===== src/rtl/bacd_pkg.sv =====
// Package for the bit-aligned codeword detector.
// Holds the command codes, field widths and the controller/datapath interface structs.
// Depends on nothing.
package bacd_pkg;

  localparam int WORD_W    = 16;
  localparam int BUF_W     = 23;
  localparam int BYTE_W    = 8;
  localparam int NUM_SHIFT = 8;
  localparam int SHIFT_W   = 3;
  localparam int PREFIX_POS = 12;
  localparam logic [3:0] PREFIX_VAL = 4'b1110;

  localparam logic [1:0] CMD_DATA  = 2'd0;
  localparam logic [1:0] CMD_LOAD  = 2'd1;
  localparam logic [1:0] CMD_CLEAR = 2'd2;

  typedef struct packed {
    logic take_byte;
    logic load_word;
    logic clear_book;
    logic rd_en;
    logic emit;
  } ctrl_cmd_t;

  typedef struct packed {
    logic count_zero;
    logic scan_last;
    logic k_last;
    logic out_free;
  } dp_status_t;

endpackage


===== src/rtl/bacd_ram.sv =====
// Generic single-port-write, single-port-read RAM with registered read data.
// Used for the codebook store. Depends on nothing.
module bacd_ram #(
  parameter int WIDTH = 16,
  parameter int DEPTH = 256,
  parameter int AW    = 8
) (
  input  logic             clk,
  input  logic             we,
  input  logic [AW-1:0]    waddr,
  input  logic [WIDTH-1:0] wdata,
  input  logic             re,
  input  logic [AW-1:0]    raddr,
  output logic [WIDTH-1:0] rdata
);

  logic [WIDTH-1:0] mem [DEPTH];

  always_ff @(posedge clk) begin
    if (we) begin
      mem[waddr] <= wdata;
    end
    if (re) begin
      rdata <= mem[raddr];
    end
  end

endmodule


===== src/rtl/bacd_ctrl.sv =====
// Controller state machine for the codeword detector.
// Sequences word intake, the codebook scan and result emission; uses bacd_pkg.
module bacd_ctrl (
  input  logic                   clk,
  input  logic                   rst,
  input  logic                   s_tvalid,
  input  logic [1:0]             cmd,
  output logic                   s_tready,
  input  bacd_pkg::dp_status_t   status,
  output bacd_pkg::ctrl_cmd_t    ctrl
);
  import bacd_pkg::*;

  typedef enum logic [3:0] {
    ST_IDLE  = 4'b0001,
    ST_SCAN  = 4'b0010,
    ST_DRAIN = 4'b0100,
    ST_EMIT  = 4'b1000
  } state_t;

  state_t state, state_next;

  always_ff @(posedge clk) begin
    if (rst) begin
      state <= ST_IDLE;
    end else begin
      state <= state_next;
    end
  end

  always_comb begin
    state_next = state;
    ctrl = '0;
    s_tready = 1'b0;
    case (state)
      ST_IDLE: begin
        s_tready = 1'b1;
        if (s_tvalid) begin
          case (cmd)
            CMD_DATA: begin
              ctrl.take_byte = 1'b1;
              state_next = status.count_zero ? ST_EMIT : ST_SCAN;
            end
            CMD_LOAD:  ctrl.load_word = 1'b1;
            CMD_CLEAR: ctrl.clear_book = 1'b1;
            default: ;
          endcase
        end
      end
      ST_SCAN: begin
        ctrl.rd_en = 1'b1;
        if (status.scan_last) begin
          state_next = ST_DRAIN;
        end
      end
      ST_DRAIN: state_next = ST_EMIT;
      ST_EMIT: begin
        if (status.out_free) begin
          ctrl.emit = 1'b1;
          if (status.k_last) begin
            state_next = ST_IDLE;
          end
        end
      end
      default: state_next = ST_IDLE;
    endcase
  end

endmodule


===== src/rtl/bacd_datapath.sv =====
// Datapath of the codeword detector: bit buffer, codebook store and count,
// scan compare against all eight windows, and the output register. Uses bacd_pkg, bacd_ram.
module bacd_datapath #(
  parameter int CODEBOOK_DEPTH = 256
) (
  input  logic                          clk,
  input  logic                          rst,
  input  logic [bacd_pkg::BYTE_W-1:0]   data_byte,
  input  logic [bacd_pkg::WORD_W-1:0]   code_word,
  input  logic                          cfg_we,
  input  logic [bacd_pkg::WORD_W-1:0]   cfg_data,
  input  bacd_pkg::ctrl_cmd_t           ctrl,
  output bacd_pkg::dp_status_t          status,
  input  logic                          m_tready,
  output logic                          m_tvalid,
  output logic [23:0]                   m_tdata,
  output logic                          m_tlast
);
  import bacd_pkg::*;

  localparam int CW = $clog2(CODEBOOK_DEPTH + 1);
  localparam int AW = (CODEBOOK_DEPTH > 1) ? $clog2(CODEBOOK_DEPTH) : 1;

  logic [BUF_W-1:0]     bit_buf;
  logic [WORD_W-1:0]    target;
  logic [CW-1:0]        count;
  logic [CW-1:0]        idx;
  logic                 rd_pending;
  logic [NUM_SHIFT-1:0] found_vec;
  logic [SHIFT_W-1:0]   k;
  logic [WORD_W-1:0]    rd_data;
  logic                 full;
  logic [SHIFT_W-1:0]   shift;
  logic [WORD_W-1:0]    win;

  assign full = (count == CW'(CODEBOOK_DEPTH));

  bacd_ram #(
    .WIDTH(WORD_W),
    .DEPTH(CODEBOOK_DEPTH),
    .AW   (AW)
  ) u_book (
    .clk  (clk),
    .we   (ctrl.load_word && !full),
    .waddr(count[AW-1:0]),
    .wdata(code_word),
    .re   (ctrl.rd_en),
    .raddr(idx[AW-1:0]),
    .rdata(rd_data)
  );

  always_ff @(posedge clk) begin
    if (rst) begin
      bit_buf    <= '0;
      target     <= '0;
      count      <= '0;
      rd_pending <= 1'b0;
      m_tvalid   <= 1'b0;
    end else begin
      rd_pending <= ctrl.rd_en;
      if (cfg_we) begin
        target <= cfg_data;
      end
      if (ctrl.take_byte) begin
        bit_buf <= {bit_buf[BUF_W-BYTE_W-1:0], data_byte};
      end
      if (ctrl.clear_book) begin
        count <= '0;
      end else if (ctrl.load_word && !full) begin
        count <= count + CW'(1);
      end
      if (ctrl.emit) begin
        m_tvalid <= 1'b1;
      end else if (m_tready) begin
        m_tvalid <= 1'b0;
      end
    end
  end

  always_ff @(posedge clk) begin
    if (ctrl.take_byte) begin
      idx       <= '0;
      k         <= '0;
      found_vec <= '0;
    end else begin
      if (ctrl.rd_en) begin
        idx <= idx + CW'(1);
      end
      if (ctrl.emit) begin
        k <= k + SHIFT_W'(1);
      end
      if (rd_pending) begin
        for (int j = 0; j < NUM_SHIFT; j++) begin
          if (bit_buf[(NUM_SHIFT - 1 - j) +: WORD_W] == rd_data &&
              rd_data[WORD_W-1:PREFIX_POS] == PREFIX_VAL) begin
            found_vec[j] <= 1'b1;
          end
        end
      end
    end
  end

  assign shift = SHIFT_W'(NUM_SHIFT - 1) - k;
  assign win   = bit_buf[shift +: WORD_W];

  always_ff @(posedge clk) begin
    if (ctrl.emit) begin
      m_tdata <= {3'b000, (win == target), (found_vec[k] ? win : WORD_W'(0)),
                  found_vec[k], shift};
      m_tlast <= (k == SHIFT_W'(NUM_SHIFT - 1));
    end
  end

  assign status.count_zero = (count == '0);
  assign status.scan_last  = (idx == count - CW'(1));
  assign status.k_last     = (k == SHIFT_W'(NUM_SHIFT - 1));
  assign status.out_free   = !m_tvalid || m_tready;

endmodule


===== src/rtl/bit_aligned_codeword_detector.sv =====
// Top level of the bit-aligned codeword detector.
// Joins the controller and the datapath; uses bacd_pkg, bacd_ctrl, bacd_datapath.
//
// Usage: the slave stream carries one command word at a time. tuser selects the
// command: a data byte, a codebook load, or a codebook clear. A load appends
// code_word to the codebook unless it is full; a clear empties it. Both
// produce no output. A data byte is shifted into a 23-bit buffer and
// produces eight output words, for right shifts 7 down to 0, with tlast on the
// eighth. Each reports whether the 16-bit window starts with 1110 and is in the
// codebook, and whether it equals the target word written on cfg_we/cfg_data.
// A data byte is scanned against all codebook entries, one entry per cycle
// through the RAM read port, with all eight windows compared at once. After
// the scan state, a drain state lets the last read be compared, and the emit
// state then loads the eight words in turn, each only while the output register
// is free (with an empty codebook the scan is skipped and emission starts directly).
// Reset clears the buffer, the codebook count, the target and the output valid.
// The output is a register: when the receiver stalls, the block holds the word
// and waits; the next command is accepted once all eight words are loaded.
module bit_aligned_codeword_detector #(
  parameter int CODEBOOK_DEPTH = 256
) (
  input  logic        clk,
  input  logic        rst,
  input  logic        s_tvalid,
  output logic        s_tready,
  input  logic [23:0] s_tdata,  // data_byte [7:0], code_word [23:8]
  input  logic [1:0]  s_tuser,  // cmd [1:0]
  output logic        m_tvalid,
  input  logic        m_tready,
  // bit_shift [2:0], window_found [3], found_word [19:4], target_hit [20], zeros [23:21]
  output logic [23:0] m_tdata,
  output logic        m_tlast,
  input  logic        cfg_we,
  input  logic [15:0] cfg_data
);
  import bacd_pkg::*;

  ctrl_cmd_t  ctrl;
  dp_status_t status;

  bacd_ctrl u_ctrl (
    .clk     (clk),
    .rst     (rst),
    .s_tvalid(s_tvalid),
    .cmd     (s_tuser),
    .s_tready(s_tready),
    .status  (status),
    .ctrl    (ctrl)
  );

  bacd_datapath #(
    .CODEBOOK_DEPTH(CODEBOOK_DEPTH)
  ) u_dp (
    .clk      (clk),
    .rst      (rst),
    .data_byte(s_tdata[7:0]),
    .code_word(s_tdata[23:8]),
    .cfg_we   (cfg_we),
    .cfg_data (cfg_data),
    .ctrl     (ctrl),
    .status   (status),
    .m_tready (m_tready),
    .m_tvalid (m_tvalid),
    .m_tdata  (m_tdata),
    .m_tlast  (m_tlast)
  );

endmodule


===== config.mk =====
export PLATFORM = sky130hd
export DESIGN_NAME = bit_aligned_codeword_detector
export DESIGN_NICKNAME = d
export VERILOG_FILES = /design/src/rtl/bacd_pkg.sv /design/src/rtl/bacd_ram.sv /design/src/rtl/bacd_ctrl.sv /design/src/rtl/bacd_datapath.sv /design/src/rtl/bit_aligned_codeword_detector.sv
export SDC_FILE = /design/constraint.sdc
export NUM_CORES = 2
export LEC_CHECK = 0
export BUFFER_PORTS_ARGS = -buffer_cell sky130_fd_sc_hd__buf_2
export CORE_ASPECT_RATIO = 0.7
export CORE_UTILIZATION = 55
export DETAILED_ROUTE_END_ITERATION = 10
export PLACE_DENSITY_LB_ADDON = 0.08
export SYNTH_ARGS = -nofsm -noshare
export SYNTH_HDL_FRONTEND = slang
export SYNTH_SLANG_ARGS = --single-unit

===== constraint.sdc =====
create_clock -name clk -period 7.6 [get_ports clk]
set_input_delay 0.38 -clock clk [delete_from_list [all_inputs] [get_ports clk]]
set_output_delay 0.38 -clock clk [all_outputs]
set_load 0.02 [all_outputs]

==> run_results.csv <==
group,metric,value,unit
finish,fin_util,0.621,
detailed_routing,drt_first_pass_iters,9,
critical_path,cp-end-kind,"register",
global_routing,antenna_found_initial,22,
timing,max-slew-margin-rel,0.0397,
synth,ys_seq_elements,4208,
clock_network,cts_tree,"yes",
pwr,vdd_drop_max,0.000187,V
clock_network,root_buffer,"clkbuf_16",
critical_path,path_delay_family,"compound AO/OA/AOI/OAI gates",
synth,synth_top_family_by_area,"multiplexers",
synth,synth_fa_ha_area_frac,0.000533,
synth,ys_seq_area_frac,0.765,
clock_network,cts_hold_buf,64,
global_routing,grt_pass1_wl,645000,um
pwr,p_leak,55.9,nW
timing,fin_setup_tns,0,ps
die,die_w,655,um
critical_path,crit_type,"register to register",
clock_network,clock_path_buffers,4,
finish,drive_above_1_share,0.265,
run,drv_cap,0,
clock_network,postCtsSetupBuffers,0,
detailed_routing,wl_met2,208000,um
die,die_area,0.301,mm2
die,die_h,459,um
detailed_routing,wl_per_cell,37.7,um
timing,fmax,193,MHz
synth,async_flop_share,0,
clock_network,cts-buffers-inserted,392,
finish,syn_to_final_growth,12.1,%
run_status,violations,"DRC",
die,std_cell_rows,167,
run_status,status,"finished with violations",
critical_path,cpPeakStageDelay,890,ps
global_routing,grt_pass1_vias,80705,
timing,setup_viol,0,
detailed_routing,postRouteWirelength,467000,um
detailed_routing,wl_met3,52900,um
synth,synthFlopType,"edfxtp_1",
synth,synth_compound_area_frac,0.0259,
finish,seqCellArea,0.126,mm2
detailed_routing,ant_nets,0,
synth,synthDistinctLibCells,76,
synth,synth_xor_area_frac,0.00912,
critical_path,crit_chain,"buf_12 > buf_4 > mux4_2 > nand2_1 > a21oi_1 > a2111oi_0 > a22oi_1 > o21ai_0 > o22ai_1",
pwr,powerDensity,264,mW/mm2
clock_network,htreeDepth,5,
critical_path,cp_slowest_cell,"dfxtp_4",
detailed_routing,vias,83690,
die,pin_count,74,
detailed_routing,drcViolationCount,4,
hold_path,min_path_type,"input port to register",
detailed_routing,highest_layer,"met5",
synth,synth_edf_count,4134,
synth,netlist_area,0.164,mm2
timing,grt_setup_unrepaired,"false",
finish,mostFrequentLayoutCells,"4,134 x edfxtp_1, 1,032 x mux4_2, 398 x clkbuf_16",
finish,nets,8157,
detailed_routing,first_iter_violations,12236,
synth,synth.area.mux_share,0.164,
place,hpwl,272000,um
clock_network,clock_latency,950,ps
critical_path,arrival,5800,ps
timing,finalHoldViolCount,0,
timing,finalCritPeriodShare,0.682,
place,portBuffers,70,
die,coreArea,0.296,mm2
clock_network,cts_sinks,4208,
timing,worstMarginPinSlew,1430,ps
timing,hold_slack,34.3,ps
clock_network,clk_pin_slew_worst_paths,60,ps
synth,avgSynthCellArea,21.4,um2
critical_path,cp_num_buf_inv,2,
global_routing,gr-total-overflow,0,
timing,period_minus_slack,5180,ps
synth,yosysWarningCount,0,
finish,final_common_cell,"edfxtp_1",
global_routing,grt_max_degree,173,
detailed_routing,post_drt_via_cell_ratio,6.75,
die,start_util,0.554,
timing,slew_violations,0,
timing,skew,76.8,ps
critical_path,critPathLaunchType,"register",
clock_network,cts.repair.resized,0,
synth,yosys.area_share.simple,0.0198,
finish,multi_input_area,0.0366,mm2
critical_path,crit_required,8220,ps
pwr,finalPower,48.5,mW
critical_path,crit_fanout,35,
synth,syn_inst,7664,
place,gp_congestion,0.864,
finish,nFillCells,20409,
global_routing,grtUsageTotal,0.310,
detailed_routing,wl_met1,190000,um
-- state kept, by name (all words and copies together), names as in the netlist --
signal and count:
u_dp.rd_pending 1, u_dp.m_tdata 21, u_dp.u_book.mem 4096, u_dp.count 9, u_dp.m_tlast 1, u_ctrl.state 4
u_dp.u_book.rdata 16, u_dp.bit_buf 23, u_dp.m_tvalid 1, u_dp.k 3, u_dp.idx 9, u_dp.target 16
u_dp.found_vec 8
-- power by group --
| group | internal, mW | total, mW | switching, mW |
|---|---|---|---|
| Sequential | 25.5 | 25.6 | 0.0772 |
| Clock | 10.7 | 19.2 | 8.49 |
| Combinational | 1.48 | 3.70 | 2.22 |
-- cell usage after synthesis (26+ instances only) --
cell      number  share of area
buf_2        116         0.0035
xor2_1        59         0.0031
dfxtp_1       74         0.0090
a221oi_1      84         0.0045
o221ai_1      33         0.0018
nand3_1       33         0.0010
a211oi_1      27         0.0012
nor2_1       367         0.0084
edfxtp_1    4134           0.76
buf_4         50         0.0023
xnor2_1      112         0.0060
o22ai_1       47         0.0018
a31oi_1       29         0.0011
mux4_2      1032           0.14
a21oi_1      173         0.0053
buf_1         50         0.0011
clkbuf_1     208         0.0048
o21ai_0       86         0.0026
a22oi_1       51         0.0023
nand4_1       35         0.0013
mux2i_1      359          0.022
buf_6         51         0.0035
nand2_1      203         0.0046
nor3_1        26        0.00079
-- logic make-up after synthesis --
family	after synthesis
AOI/OAI and AO/OA	635
and+or+nand+nor	754
other	1
buffers and inverters	490
DFF	4208
muxes	1398
adders and majority gates	7
xor gates and xnor gates	171
-- stage by stage --
step	worst slack [ps]	instances	area (um2)
finish	2420	12393	184000
CTS	2660	12383	184000
detailed placement	2670	11616	171000
global placement	1680	11610	171000
floorplan	4400	7666	164000
global route	2460	12384	184000
-- routing by layer --
layer / global-route usage / vias to the layer above
met5: 0 / -
met4: 0.0929 / 18
met3: 0.0737 / 783
met2: 0.453 / 5052
met1: 0.472 / 44898
li1: - / 32939
-- final cells by class --
class | instances | share of cell area
Clock buffer | 461 | 0.0555
Multi-Input combinational cell | 2968 | 0.199
Clock inverter | 242 | 0.0114
Antenna cell | 10 | 0.000136
Sequential cell | 4208 | 0.683
Timing Repair Buffer | 518 | 0.0244
Tap cell | 3971 | 0.0270
Inverter | 15 | 0.000394
-- worst paths after layout --
path	from	end	slack, ps	cells past startpoint
worst max-delay path	u_dp.idx[0]	u_dp.u_book.rdata[15]	2420	9
worst min-delay path	s_tdata[11]	u_dp.u_book.mem[254][3]	30	1
worst max register to register	u_dp.idx[0]	u_dp.u_book.rdata[15]	2420	9
worst min register to register	u_dp.found_vec[1]	u_dp.found_vec[1]	470	2
Power figures use the tool's default switching activity.
